### config.mk
export PLATFORM = sky130hd
export DESIGN_NAME = mme_ctrl
export DESIGN_NICKNAME = d
export VERILOG_FILES = /design/src/rtl/mme_pkg.sv /design/src/rtl/mme_ctrl.sv
export SDC_FILE = /design/constraint.sdc
export NUM_CORES = 1
export LEC_CHECK = 0
export BUFFER_PORTS_ARGS = -buffer_cell sky130_fd_sc_hd__buf_4
export CAP_MARGIN = 10
export CORE_MARGIN = 2
export CORE_UTILIZATION = 37
export DETAILED_ROUTE_END_ITERATION = 16
export SETUP_SLACK_MARGIN = 0.02
export SLEW_MARGIN = 20
export SYNTH_ARGS = -nofsm -noshare
export SYNTH_HDL_FRONTEND = slang
export SYNTH_SLANG_ARGS = --single-unit
### constraint.sdc
create_clock -name clock -period 2.45 [get_ports clock]
set_clock_uncertainty 0.15 [all_clocks]
set_input_delay 0 -clock clock [delete_from_list [all_inputs] [get_ports clock]]
set_output_delay 0 -clock clock [all_outputs]
set_load 0.01 [all_outputs]
### src/rtl/mme_pkg.sv
package mme_pkg;

   localparam int MAX_DIM = 16;
   localparam int ELEM_WIDTH = 16;

   localparam int ROW_WIDTH = 4;
   localparam int VALUE_WIDTH = 16;
   localparam int CMD_WIDTH = 2;
   localparam int CFG_WIDTH = 5;
   localparam int CFG_RESET = 16;
   localparam int CSR_INDEX_WIDTH = 2;
   localparam int PRODUCT_WIDTH = 36;
   localparam int MUL_WIDTH = 2 * ELEM_WIDTH;

   localparam int IDX_WIDTH = (MAX_DIM > 1) ? $clog2(MAX_DIM) : 1;
   localparam int CNT_WIDTH = $clog2(MAX_DIM + 1);
   localparam int DEPTH = MAX_DIM * MAX_DIM;
   localparam int ADDR_WIDTH = (DEPTH > 1) ? $clog2(DEPTH) : 1;

   typedef enum logic [CMD_WIDTH-1:0] {
      CMD_WRITE_A = 2'd0,
      CMD_WRITE_B = 2'd1,
      CMD_QUERY   = 2'd2
   } cmd_code_type;

   typedef enum logic [CSR_INDEX_WIDTH-1:0] {
      REG_ROWS_A    = 2'd0,
      REG_INNER_DIM = 2'd1,
      REG_COLS_B    = 2'd2
   } reg_index_type;

   typedef enum logic [1:0] {
      ST_IDLE,
      ST_ISSUE,
      ST_DRAIN,
      ST_FINISH
   } state_type;

   typedef struct packed {
      logic                 wr_a;
      logic                 wr_b;
      logic                 start;
      logic                 issue;
      logic [IDX_WIDTH-1:0] k;
      logic                 load_rsp;
   } ctrl_cmd_type;

   typedef struct packed {
      logic                 range_err;
      logic                 pipe_busy;
      logic [CNT_WIDTH-1:0] nk;
   } dp_status_type;

   function automatic logic [CNT_WIDTH-1:0] eff_size(input logic [CFG_WIDTH-1:0] r);
      logic [CNT_WIDTH-1:0] res;
      if (32'(r) > MAX_DIM) begin
         res = CNT_WIDTH'(MAX_DIM);
      end else begin
         res = CNT_WIDTH'(r);
      end
      return res;
   endfunction

   function automatic logic signed [ELEM_WIDTH-1:0] to_elem(
      input logic signed [VALUE_WIDTH-1:0] v);
      logic signed [31:0] wide;
      wide = 32'(v);
      return wide[ELEM_WIDTH-1:0];
   endfunction

endpackage

### src/rtl/mme_ctrl.sv
module mme_ctrl (
   input  logic                               clock,
   input  logic                               reset,
   input  logic                               req_valid,
   output logic                               req_stall,
   input  logic [mme_pkg::CMD_WIDTH-1:0]      req_cmd,
   output logic                               rsp_valid,
   input  logic                               rsp_stall,
   output mme_pkg::ctrl_cmd_type              cmd,
   input  mme_pkg::dp_status_type             sts
);

   mme_pkg::state_type state_ff, state_in;
   logic [mme_pkg::CNT_WIDTH-1:0] k_ff, k_in;
   logic rsp_valid_ff, rsp_valid_in;

   always_ff @(posedge clock) begin
      if (reset) begin
         state_ff     <= mme_pkg::ST_IDLE;
         k_ff         <= '0;
         rsp_valid_ff <= 1'b0;
      end else begin
         state_ff     <= state_in;
         k_ff         <= k_in;
         rsp_valid_ff <= rsp_valid_in;
      end
   end

   always_comb begin
      state_in     = state_ff;
      k_in         = k_ff;
      rsp_valid_in = rsp_valid_ff && rsp_stall;
      req_stall    = 1'b1;
      cmd          = '0;
      cmd.k        = k_ff[mme_pkg::IDX_WIDTH-1:0];
      unique case (state_ff)
         mme_pkg::ST_IDLE: begin
            req_stall = 1'b0;
            if (req_valid) begin
               unique case (req_cmd)
                  mme_pkg::CMD_WRITE_A: cmd.wr_a = 1'b1;
                  mme_pkg::CMD_WRITE_B: cmd.wr_b = 1'b1;
                  mme_pkg::CMD_QUERY: begin
                     cmd.start = 1'b1;
                     k_in      = '0;
                     state_in  = mme_pkg::ST_ISSUE;
                  end
                  default: ;
               endcase
            end
         end
         mme_pkg::ST_ISSUE: begin
            if (sts.range_err || (k_ff == sts.nk)) begin
               state_in = mme_pkg::ST_DRAIN;
            end else begin
               cmd.issue = 1'b1;
               k_in      = mme_pkg::CNT_WIDTH'(k_ff + 1'b1);
            end
         end
         mme_pkg::ST_DRAIN: begin
            if (!sts.pipe_busy) begin
               state_in = mme_pkg::ST_FINISH;
            end
         end
         mme_pkg::ST_FINISH: begin
            if (!rsp_valid_ff || !rsp_stall) begin
               cmd.load_rsp = 1'b1;
               rsp_valid_in = 1'b1;
               state_in     = mme_pkg::ST_IDLE;
            end
         end
         default: state_in = mme_pkg::ST_IDLE;
      endcase
   end

   assign rsp_valid = rsp_valid_ff;

endmodule

### Yosys cells after proc, flatten, opt, wreduce, memory -nomap -nowiden

Index checks and enable logic that the tools add are counted.

| storage, ports and cells | value |
|---|---|
| register bits after elaboration | 8 |
| output and inout bits | 11 |
| word-level logic and storage cells | 48 |
| bits of input ports | 13 |

| operators by class | value |
|---|---|
| muxes and demuxes | 22 |
| reductions and logical operators | 10 |
| add/subtract/negate cells | 1 |
| equal/unequal tests | 12 |

Operators with widths:

| operator | number |
|---|---|
| $mux 5 | 3 |
| $mux 1 | 10 |
| $mux 2 | 5 |
| $ne 2x2->1 const B | 5 |
| $pmux 5 s2 | 1 |
| $pmux 2 s4 | 1 |
| $eq 2x2->1 const B | 3 |
| $mux 3 | 2 |
| $add 5x1->5 const B | 1 |
| $eq 5x5->1 | 1 |
| $reduce_and 5->1 | 1 |
| $eq 2x1->1 const B | 2 |
| $logic_not 2->1 | 2 |
| $reduce_and 4->1 | 1 |
| $logic_not 1->1 | 2 |
| $logic_or 1x1->1 | 2 |
| $ne 2x1->1 const B | 1 |
| $reduce_bool 2->1 | 1 |
| $logic_and 1x1->1 | 1 |

### Depth between registers and ports, before layout

Gate-level depths: netlist of the first run.

| logic depth | value |
|---|---|
| depth after elaboration | 4 |
| depth in mapped cells | 8 |
| depth with buffers taken out | 7 |

### Least setup slack after synthesis of the first run

No wires, ideal clock.

| timing | value |
|---|---|
| kind | flip-flop to flip-flop |
| start | reg k_ff[2] in the netlist's numbering |
| end | reg state_ff[0] |
| clock period less this slack | 1.807 ns |
| arrival time | 1.541 ns |
| stages on the path, launching flop included | 7 |
| buffers on the path | 0 |
| setup slack | 0.643 ns |
| setup time | 0.116 ns |
| data required time | 2.184 ns |
| cell sequence | dfxtp_1 > xor2_1 > nor3_1 > a311o_2 > inv_2 > or4_1 > o211a_1 |

| between the ends | value |
|---|---|
| word-level cells in the longest chain between the ends | 4 |

Ends and longest elaborated chain:

| item | line | source |
|---|---|---|
| start: declaration | mme_ctrl.sv:14 | `logic [mme_pkg::CNT_WIDTH-1:0] k_ff, k_in;` |
| start signal: assignment | mme_ctrl.sv:24 | `k_ff <= k_in;` |
| $eq 5x5->1 | mme_ctrl.sv:53 | `if (sts.range_err \|\| (k_ff == sts.nk)) begin` |
| $logic_or 1x1->1 | mme_ctrl.sv:53 |  |
| $ne 2x2->1 (no line) | -- |  |
| $reduce_and 5->1 (no line) | -- |  |
| end signal: assignment | mme_ctrl.sv:19 | `state_ff <= mme_pkg::ST_IDLE;` |
| end signal: assignment | mme_ctrl.sv:23 | `state_ff <= state_in;` |
| end: declaration | mme_ctrl.sv:13 | `mme_pkg::state_type state_ff, state_in;` |

No other way between the ends.
A chain may end at the register's enable or synchronous reset.

### Worst setup path after layout of the first run

Ends and elaborated chain as after synthesis.

==> summary.md, run 1 <==
| Metric | Value |
|---|---|
| Status | `complete, no violations` |
| CTS tree | `yes` |
| CTS clk-pin slew, worst paths | `0.06 ns` |
| Worst-path cell chain | `xor2_1 -> nor3_1 -> a311o_2 -> inv_2 -> or4_1 -> o211a_1` |
| Die Ht | `44.5 microns` |
| Via Count | `592` |
| Core Area | `1520 sq um` |
| Most frequent cells in the layout | `buf_4, dfxtp_1, inv_1` |
| Clk buf depth | `2` |
| ANT nets after route | `0` |
| Critical Path Start Type | `flop` |
| ANT cells | `0` |
| Fmax | `0.522 GHz` |
| Setup TNS | `0 ns` |
| Top-area cell type share of the netlist area | `0.264` |
| Sw frac | `0.381` |
| H-tree Lvls | `1` |
| Initial Utilization | `0.397` |
| Max rail drop VDD | `402 uV` |
| Commonest non-fill, non-tap cell in the layout | `buf_4` |
| Netlist cell types | `29` |
| Synth Cell Area | `606 sq um` |
| Initial antenna violation count | `0` |
| Yosys warns | `0` |
| #FFs+latches synth | `8` |
| Post-CTS setup buffers | `0` |
| Ranking of synthesized cells by area | `dfxtp_1, ha_1, a32o_1` |
| CP Class | `reg -> reg` |
| CTS Sinks | `8` |
| CP max FO | `7` |
| # rows | `14` |
| Sequential power share | `0.318` |
| Pleak | `0.408 nW` |
| Final min period | `1.92 ns` |
| Final worst slack | `0.533 ns` |
| Syn_nets | `91` |
| Pre-CTS setup slack | `0.519 ns` |
| Period utilisation layout | `0.783` |
| Fraction of layout cells with a size suffix above 1 | `0.302` |
| CTS Buf Count | `3` |
| Logic gate share of total power | `0.470` |
| PwrDens | `609 nW/um^2` |
| Root buffer cell | `clkbuf_4` |
| Routability Congestion | `0.795` |
| Chip width | `44.5 microns` |
| HP Class | `in -> reg` |
| Vias per cell | `5.29` |
| Area growth syn-to-layout | `33.9%` |
| Worst endpoint required time | `2.45 ns` |
| Vias in the first global route | `588` |
| DRC Markers | `0` |
| Post-CTS sizing | `0` |
| Clock Power Share | `0.212` |
| Filler instances | `151` |
| Avg Cell Area, Syn | `8.30 sq um` |
| First-pass GRT wire length | `2480 microns` |
| Largest net degree at the start of global routing | `10` |
| Register area share after synthesis | `0.264` |
| DP HPWL | `1070 microns` |
| Fin. Hold Viols | `0` |
| Crit-path max cell delay | `0.47 ns` |
| DRT Pass-1 Iters | `4` |
| Maxcap violations | `0` |
| Wirelength per Cell | `12.7 microns` |
| Synthesized instance count | `73` |
| GRT Resource Usage Total | `0.169` |
| Die area | `1980 sq um` |
| Relative max-transition margin | `0.684` |
| Max stage delay cell, worst path | `or4_1` |
| Slew Limit Fails | `0` |
| Psw | `0.188 mW` |
| RSZ-0062 raised after global routing | `false` |
| Final wirelength | `1420 microns` |
| Gr ovfl total | `0` |
| Final setup fails | `0` |
| CP arrival | `1.92 ns` |
| Hold_buf cts | `2` |
| Setup crit end kind | `flop` |
| Later-pin clock latency in the skew report | `0.26 ns` |
| I/O pin cnt | `24` |
| Initial drt markers | `8` |
| Int Pwr | `0.306 mW` |
| Synth area leader | `dfxtp_1` |
| Worst slew pin tran | `0.472 ns` |
| Final #Nets | `116` |
| IO Port Bufs | `23` |
## cell families after synthesis
family,after synthesis,synth area share
and+or+nand+nor,21,0.190
AOI/OAI and AO/OA,19,0.242
buffers and inverters,14,0.112
DFF,8,0.264
xor gates and xnor gates,5,0.0723
adders and majority gates,5,0.103
muxes,1,0.0165
## synthesized netlist by cell type
cell type,count
a32o_1,3
xor2_1,3
clkbuf_1,2
nand2b_1,1
dfxtp_1,8
inv_1,7
a21o_1,4
a311o_2,1
or3_1,1
nor3_1,4
o211a_1,1
mux2i_1,1
inv_2,1
o211ai_1,1
nand2_1,5
nand3_1,2
nor3b_1,3
xnor2_1,2
nor2_1,1
ha_1,5
buf_4,4
a211o_1,1
o22ai_1,1
or4_1,2
a21oi_1,3
a211oi_1,1
a21boi_0,1
a31oi_1,2
nor4_1,2
## flip-flops by register name, indices dropped and copies added (netlist names)
name and flops:
rsp_valid 1, state_ff 2, k_ff 5
## path summary, 6_finish.rpt
kind	start	endpoint	slack, ns	cells past startpoint
worst max-delay path	k_ff[2]	state_ff[0]	0.53	6
worst min-delay path	sts[5]	state_ff[1]	0.03	4
worst max register to register	k_ff[2]	state_ff[0]	0.53	6
worst min register to register	state_ff[1]	state_ff[1]	0.35	2
## routing by layer
| layer | GRT usage | share of wire | up-vias | wire length [microns] |
|---|---|---|---|---|
| li1 | - | - | 309 | - |
| met1 | 0.224 | 0.49 | 271 | 694 |
| met2 | 0.265 | 0.46 | 10 | 647 |
| met3 | 0.0367 | 0.044 | 2 | 62 |
| met4 | 0.0727 | 0.0099 | 0 | 14 |
| met5 | 0 | 0 | - | 0 |
## final cells by class
type | instances | area [sq um] | area share
Clock buffer | 3 | 22.5 | 0.0278
Inverter | 8 | 30.0 | 0.0370
Multi-Input combinational cell | 51 | 378 | 0.466
Sequential cell | 8 | 160 | 0.198
Tap cell | 16 | 20.0 | 0.0247
Timing Repair Buffer | 26 | 200 | 0.247
## worst max-delay path, delay by kind of cell (launching register included)
kind / cells / cell delay (ns)
xor+xnor: 1 / 0.18
flops: 1 / 0.36
buf+inv: 1 / 0.08
simple gates: 2 / 0.67
compound gates: 2 / 0.39
## per-stage QoR
stage | area (sq um) | hold slack, ns | util | std cells | power, mW
after detailed placement | 768 | 0.0984 | 0.504 | 107 | 0.390
after CTS | 811 | 0.0259 | 0.532 | 112 | 0.501
final | 811 | 0.0283 | 0.532 | 112 | 0.494
after floorplan | 606 | -0.0997 | - | 73 | 0.307
after global placement | 768 | 0.102 | 0.504 | 107 | 0.388
after global routing | 811 | 0.0656 | 0.532 | 112 | 0.535
## power by group through the flow
stage / sequential (mW) / combinational (mW) / clock, mW
after floorplan: 0.157 / 0.150 / 0
after global placement: 0.160 / 0.229 / 0
after detailed placement: 0.160 / 0.230 / 0
after CTS: 0.157 / 0.233 / 0.110
after global routing: 0.159 / 0.259 / 0.117
final: 0.157 / 0.232 / 0.105
(Power assumes the default switching activity.)
==> inputs of run 2 (changes only) <==
Clock period 2.45 ns to 1.9 ns, I/O delays scaled along.
==> run 2 against run 1 <==
  * Critical path depth did not move
  * Non-clock buffer count rose by 6
  * Register-to-register slack got worse by 0.47 ns
  * Worst setup slack got worse by 0.47 ns
  * Combinational power rose by 56%
  * Worst hold slack got worse by 0.016 ns
  * Clock power rose by 31%
  * Utilization rose by 4.0 points
  * Global-route usage rose by 1.2 points
  * First-iteration DRC count rose by 25%
  * Final cell count rose by 5.4%
  * Die area did not move
==> summary.md, run 2 (synthesis results as in run 1) <==
| Metric | Value |
|---|---|
| I/O pin cnt | `24 (unchanged)` |
| Vias in the first global route | `581 (was 588)` |
| CTS tree | `yes (unchanged)` |
| Die area | `1980 sq um (unchanged)` |
| Initial drt markers | `10 (was 8)` |
| IO Port Bufs | `23 (unchanged)` |
| First-pass GRT wire length | `2590 microns (was 2480 microns)` |
| Wirelength per Cell | `13.3 microns (was 12.7 microns)` |
| H-tree Lvls | `1 (unchanged)` |
| Core Area | `1520 sq um (unchanged)` |
| M1 GR Usage | `0.224 (about the same)` |
| Fraction of layout cells with a size suffix above 1 | `0.402 (was 0.302)` |
| Root buffer cell | `clkbuf_4 (unchanged)` |
| Setup crit end kind | `flop (unchanged)` |
| Clk buf depth | `2 (unchanged)` |
| Design area | `872 sq um (was 811 sq um)` |
| Reg2reg path depth | `6 (unchanged)` |
| Area of placed instances | `813 sq um (was 768 sq um)` |
| Fin. Hold Viols | `0 (unchanged)` |
| Status | `complete, no violations (unchanged)` |
| PwrDens | `810 nW/um^2 (was 609 nW/um^2)` |
| Worst slew pin tran | `0.387 ns (was 0.472 ns)` |
| # rows | `14 (unchanged)` |
| Period utilisation layout | `0.965 (was 0.783)` |
| Slew Limit Fails | `0 (unchanged)` |
| Largest net degree at the start of global routing | `10 (unchanged)` |
| Crit path capture | `state_ff[0] (unchanged)` |
| GRT Resource Usage Total | `0.181 (was 0.169)` |
| CP arrival | `1.84 ns (was 1.92 ns)` |
| ANT nets after route | `0 (unchanged)` |
| Setup TNS | `0 ns (unchanged)` |
| Maxcap violations | `0 (unchanged)` |
| Routability Congestion | `0.763 (was 0.795)` |
| Filler instances | `148 (was 151)` |
| Final #Nets | `122 (was 116)` |
| CP max FO | `6 (was 7)` |
| Worst Setup SP | `k_ff[4] (was k_ff[2])` |
| Die Ht | `44.5 microns (unchanged)` |
| HP Class | `in -> reg (unchanged)` |
| Final Hold Slack | `0.0123 ns (was 0.0283 ns)` |
| Via Count | `626 (was 592)` |
| Reg2Reg Setup Slack | `0.07 ns (was 0.53 ns)` |
| Pleak | `0.441 nW (was 0.408 nW)` |
| ANT cells | `0 (unchanged)` |
| Critical Path Start Type | `flop (unchanged)` |
| Met2 GRT Util | `0.297 (was 0.265)` |
| Final setup fails | `0 (unchanged)` |
| CTS Buf Count | `3 (unchanged)` |
| Post-CTS setup buffers | `0 (unchanged)` |
| Most frequent cells in the layout | `buf_4, inv_1, nand2_1, ha_1 (was buf_4, dfxtp_1, inv_1)` |
| Commonest non-fill, non-tap cell in the layout | `buf_4 (unchanged)` |
| DRT Pass-1 Iters | `5 (was 4)` |
| Pre-CTS setup slack | `0.0157 ns (was 0.519 ns)` |
| Chip width | `44.5 microns (unchanged)` |
| Flip-flop count of the largest register after layout | `5 (unchanged)` |
| CTS clk-pin slew, worst paths | `0.07 ns (was 0.06 ns)` |
| Final worst slack | `0.0669 ns (was 0.533 ns)` |
| Final wirelength | `1570 microns (was 1420 microns)` |
| R2R Path End | `state_ff[0] (unchanged)` |
| Vias per cell | `5.31 (was 5.29)` |
| RSZ-0062 raised after global routing | `true (was false)` |
| Gr ovfl total | `0 (unchanged)` |
| Largest Register | `k_ff (unchanged)` |
| CTS Sinks | `8 (unchanged)` |
| Later-pin clock latency in the skew report | `0.26 ns (about the same)` |
| CP Class | `reg -> reg (unchanged)` |
| Max rail drop VDD | `443 uV (was 402 uV)` |
| DRC Markers | `0 (unchanged)` |
| Worst endpoint required time | `1.91 ns (was 2.45 ns)` |
| Initial Utilization | `0.397 (unchanged)` |
| Final core occ | `0.572 (was 0.532)` |
| Final min period | `1.83 ns (was 1.92 ns)` |
| Met3 Resource Use GR | `0.0612 (was 0.0367)` |
| Relative max-transition margin | `0.741 (was 0.684)` |
| Fmax | `0.546 GHz (was 0.522 GHz)` |
| Initial antenna violation count | `0 (unchanged)` |
| GRT Max-Usage Layer | `met2 (unchanged)` |
| Launching point of the worst reg2reg path | `k_ff[4] (was k_ff[2])` |
| Area growth syn-to-layout | `44.0% (was 33.9%)` |
| DP HPWL | `1240 microns (was 1070 microns)` |
[run 2: layer usage]
layer / wire, microns / part of all wire
met5: 0 / 0
met4: 11 / 0.0070
met1: 751 / 0.48
met2: 747 / 0.48
met3: 60 / 0.038
[run 2: worst max-delay path: stages, from the launching register on]
cell and delay (ns):
dfxtp_2 0.34, xor2_1 0.16, nor3_1 0.20, a311o_2 0.23, inv_2 0.07, or4_1 0.46, o211a_1 0.13
[run 2: layout make-up]
cell class / count / area [sq um] / area share
Tap cell: 16 / 20.0 / 0.0230
Multi-Input combinational cell: 51 / 389 / 0.446
Inverter: 8 / 30.0 / 0.0344
Timing Repair Buffer: 32 / 245 / 0.281
Clock buffer: 3 / 22.5 / 0.0258
Sequential cell: 8 / 165 / 0.189
[run 2: what timing repair did]
item | 4_1_cts | 5_1_grt
setup endpoints to repair | 4 | 6
hold buffers | 2 | 0
pin swaps | 0 | 2
cloned | 0 | 0
endpoints found under the hold margin | 2 | 0
gates resized for setup | 1 | 5
[run 2: where the power goes]
group          total, mW  internal, mW  switching (mW)
Sequential         0.207         0.187          0.0197
Combinational      0.361         0.177           0.184
Clock              0.138        0.0727          0.0657
Total              0.706         0.437           0.270
[run 2: how the worst min path moves through the flow]
stage / startpoint / endpoint / slack, ns / cells past startpoint
3_3_place_gp: rsp_stall / rsp_valid / 0.10 / 3
4_1_cts: sts[6] / k_ff[0] / 0.01 / 4
2_1_floorplan: req_cmd[0] / cmd[6] / -0.1 / 1
6_report: sts[6] / k_ff[0] / 0.01 / 4
3_5_place_dp: reset / rsp_valid / 0.11 / 2
5_1_grt: sts[6] / k_ff[0] / 0.02 / 4
[run 2: per-stage QoR]
stage,std cells,power (mW)
2_1_floorplan,73,0.396
6_report,118,0.706
3_3_place_gp,113,0.547
4_1_cts,118,0.704
3_5_place_dp,113,0.551
5_1_grt,118,0.762
==> inputs of run 3 (changes only) <==
Settings changed: CORE_UTILIZATION 37 to 35.
Clock period 1.9 ns to 2.25 ns, I/O delays scaled along.
==> run 3 against run 2 <==
  * Combinational power fell by 28%
  * Die area rose by 5.2%
  * Critical path depth rose by 2
  * Via count fell by 2.4%
  * Sequential share of layout area rose by 0.60 points
  * Largest cell class unchanged
  * Highest routed layer unchanged
==> summary.md, run 3 (synthesis results as in run 1) <==
| Metric | Value |
|---|---|
| Status | `complete, no violations (unchanged)` |
| CTS Sinks | `8 (unchanged)` |
| Final min period | `1.97 ns (was 1.83 ns)` |
| Hold Path Depth | `4 (unchanged)` |
| Post-CTS setup buffers | `0 (unchanged)` |
| Die Ht | `45.6 microns (was 44.5 microns)` |
| Core Area | `1670 sq um (was 1520 sq um)` |
| Gr ovfl total | `0 (unchanged)` |
| Die area | `2080 sq um (was 1980 sq um)` |
| DRT Pass-1 Iters | `4 (was 5)` |
| R2R Path End | `k_ff[2] (was state_ff[0])` |
| First-pass GRT wire length | `2430 microns (was 2590 microns)` |
| Final #Nets | `117 (was 122)` |
| Design area | `820 sq um (was 872 sq um)` |
| RSZ-0062 raised after global routing | `false (was true)` |
| Cell Count, Final, Fillers Out | `114 (was 118)` |
| Clk buf depth | `2 (unchanged)` |
| Pre-CTS setup slack | `0.287 ns (was 0.0157 ns)` |
| Initial antenna violation count | `0 (unchanged)` |
| Setup TNS | `0 ns (unchanged)` |
| # rows | `15 (was 14)` |
| Initial drt markers | `10 (unchanged)` |
| Final setup fails | `0 (unchanged)` |
| Final wirelength | `1400 microns (was 1570 microns)` |
| Fmax | `0.508 GHz (was 0.546 GHz)` |
| Vias per cell | `5.36 (was 5.31)` |
| Root buffer cell | `clkbuf_4 (unchanged)` |
| Filler instances | `173 (was 148)` |
| Later-pin clock latency in the skew report | `0.26 ns (about the same)` |
| Flip-flop count of the largest register after layout | `5 (unchanged)` |
| Area growth syn-to-layout | `35.3% (was 44.0%)` |
| Hold path start | `req_valid (was sts[6])` |
| Wirelength per Cell | `12.3 microns (was 13.3 microns)` |
| Fin. Hold Viols | `0 (unchanged)` |
| CTS tree | `yes (unchanged)` |
| Worst endpoint required time | `2.25 ns (was 1.91 ns)` |
| Slew Limit Fails | `0 (unchanged)` |
| Initial Utilization | `0.363 (was 0.397)` |
| Via Count | `611 (was 626)` |
| Commonest non-fill, non-tap cell in the layout | `buf_4 (unchanged)` |
| Max rail drop VDD | `363 uV (was 443 uV)` |
| Fraction of layout cells with a size suffix above 1 | `0.309 (was 0.402)` |
| Wl on met1 | `612 microns (was 751 microns)` |
| HP Class | `in -> reg (unchanged)` |
| Crit-path max cell delay | `0.36 ns (was 0.46 ns)` |
| Most frequent cells in the layout | `buf_4, dfxtp_1, inv_1 (was buf_4, inv_1, nand2_1, ha_1)` |
| Launching point of the worst reg2reg path | `state_ff[1] (was k_ff[4])` |
| Relative max-transition margin | `0.758 (was 0.741)` |
| CP Class | `reg -> reg (unchanged)` |
| Period utilisation layout | `0.874 (was 0.965)` |
| Largest net degree at the start of global routing | `10 (unchanged)` |
| H-tree Lvls | `1 (unchanged)` |
| Most common cell on crit path | `inv_1` |
| GRT Resource Usage Total | `0.165 (was 0.181)` |
| DRC Markers | `0 (unchanged)` |
| Area of placed instances | `777 sq um (was 813 sq um)` |
| IO Port Bufs | `23 (unchanged)` |
| CTS Buf Count | `3 (unchanged)` |
| Met2 routed WL | `692 microns (was 747 microns)` |
| Max stage delay cell, worst path | `a311o_2 (was or4_1)` |
| Critical Path Start Type | `flop (unchanged)` |
| DR top layer | `met4 (unchanged)` |
| Post-CTS sizing | `0 (was 1)` |
| Routability Congestion | `0.782 (was 0.763)` |
| Final core occ | `0.491 (was 0.572)` |
| Setup crit end kind | `flop (unchanged)` |
| CP max FO | `6 (unchanged)` |
| PwrDens | `661 nW/um^2 (was 810 nW/um^2)` |
| DP HPWL | `1090 microns (was 1240 microns)` |
| Worst slew pin tran | `0.361 ns (was 0.387 ns)` |
| Final worst slack | `0.283 ns (was 0.0669 ns)` |
| Pleak | `0.414 nW (was 0.441 nW)` |
| CTS clk-pin slew, worst paths | `0.05 ns (was 0.07 ns)` |
| Largest Register | `k_ff (unchanged)` |
| ANT nets after route | `0 (unchanged)` |
| Total power draw | `0.542 mW (was 0.706 mW)` |
| ANT cells | `0 (unchanged)` |
| Chip width | `45.6 microns (was 44.5 microns)` |
| WL met3 | `90 microns (was 60 microns)` |
| Reg2Reg Setup Slack | `0.28 ns (was 0.07 ns)` |
| CP arrival | `1.97 ns (was 1.84 ns)` |
| Vias in the first global route | `576 (was 581)` |
| Inst Count DP | `109 (was 113)` |
| Final Hold Slack | `0.0121 ns (was 0.0123 ns)` |
| Hold EP | `k_ff[0] (unchanged)` |
| Worst-path cell chain | `inv_1 -> ha_1 -> inv_1 -> a311o_2 -> inv_2 -> a211oi_1 -> buf_4 -> a211o_1 (was xor2_1 -> nor3_1 -> a311o_2 -> inv_2 -> or4_1 -> o211a_1)` |
| I/O pin cnt | `24 (unchanged)` |
| Maxcap violations | `0 (unchanged)` |
| Reg2reg path depth | `8 (was 6)` |
run 3: cell count changes in the layout (fill, tap and decap cells not counted), sizes merged:
cell  previous run  this run
buf             30        25
run 3: power by group:
group          internal (mW)  total, mW  switching, mW
sequential             0.156      0.171         0.0158
combinational          0.123      0.260          0.137
clock                 0.0611      0.111         0.0496
run 3: timing repair:
| item | 4_1_cts | 5_1_grt |
|---|---|---|
| hold buffers | 2 | 0 |
| setup endpoints to repair | 0 | 0 |
| endpoints found under the hold margin | 2 | 0 |
run 3: worst max path at each step:
stage / start / to / slack (ns) / cells past startpoint
4_1_cts: state_ff[1] / k_ff[2] / 0.28 / 8
2_1_floorplan: k_ff[2] / state_ff[0] / 0.44 / 6
3_3_place_gp: k_ff[2] / state_ff[0] / 0.29 / 6
3_5_place_dp: state_ff[1] / k_ff[2] / 0.29 / 8
5_1_grt: k_ff[2] / state_ff[0] / 0.12 / 6
6_report: state_ff[1] / k_ff[2] / 0.28 / 8
run 3: final cells by class:
class,count,area [sq um],share of cell area
clock buffers,3,22.5,0.0275
multi-input cells,51,378,0.461
flip-flops and latches,8,160,0.195
inverters,8,30.0,0.0366
well taps,17,21.3,0.0260
repair buffers,27,208,0.253
run 3: worst max-delay path: cells and delay by family (launching register included):
kind | cells | cell delay (ns)
AO/OA/AOI/OAI | 3 | 0.70
adder cells (fa/ha/maj) | 1 | 0.25
buffers and inverters | 4 | 0.44
flip-flops | 1 | 0.33
run 3: routing by layer:
layer,vias to the layer above,track usage
met5,-,0
li1,311,-
met4,0,0.0471
met2,16,0.265
met3,2,0.0794
met1,282,0.194
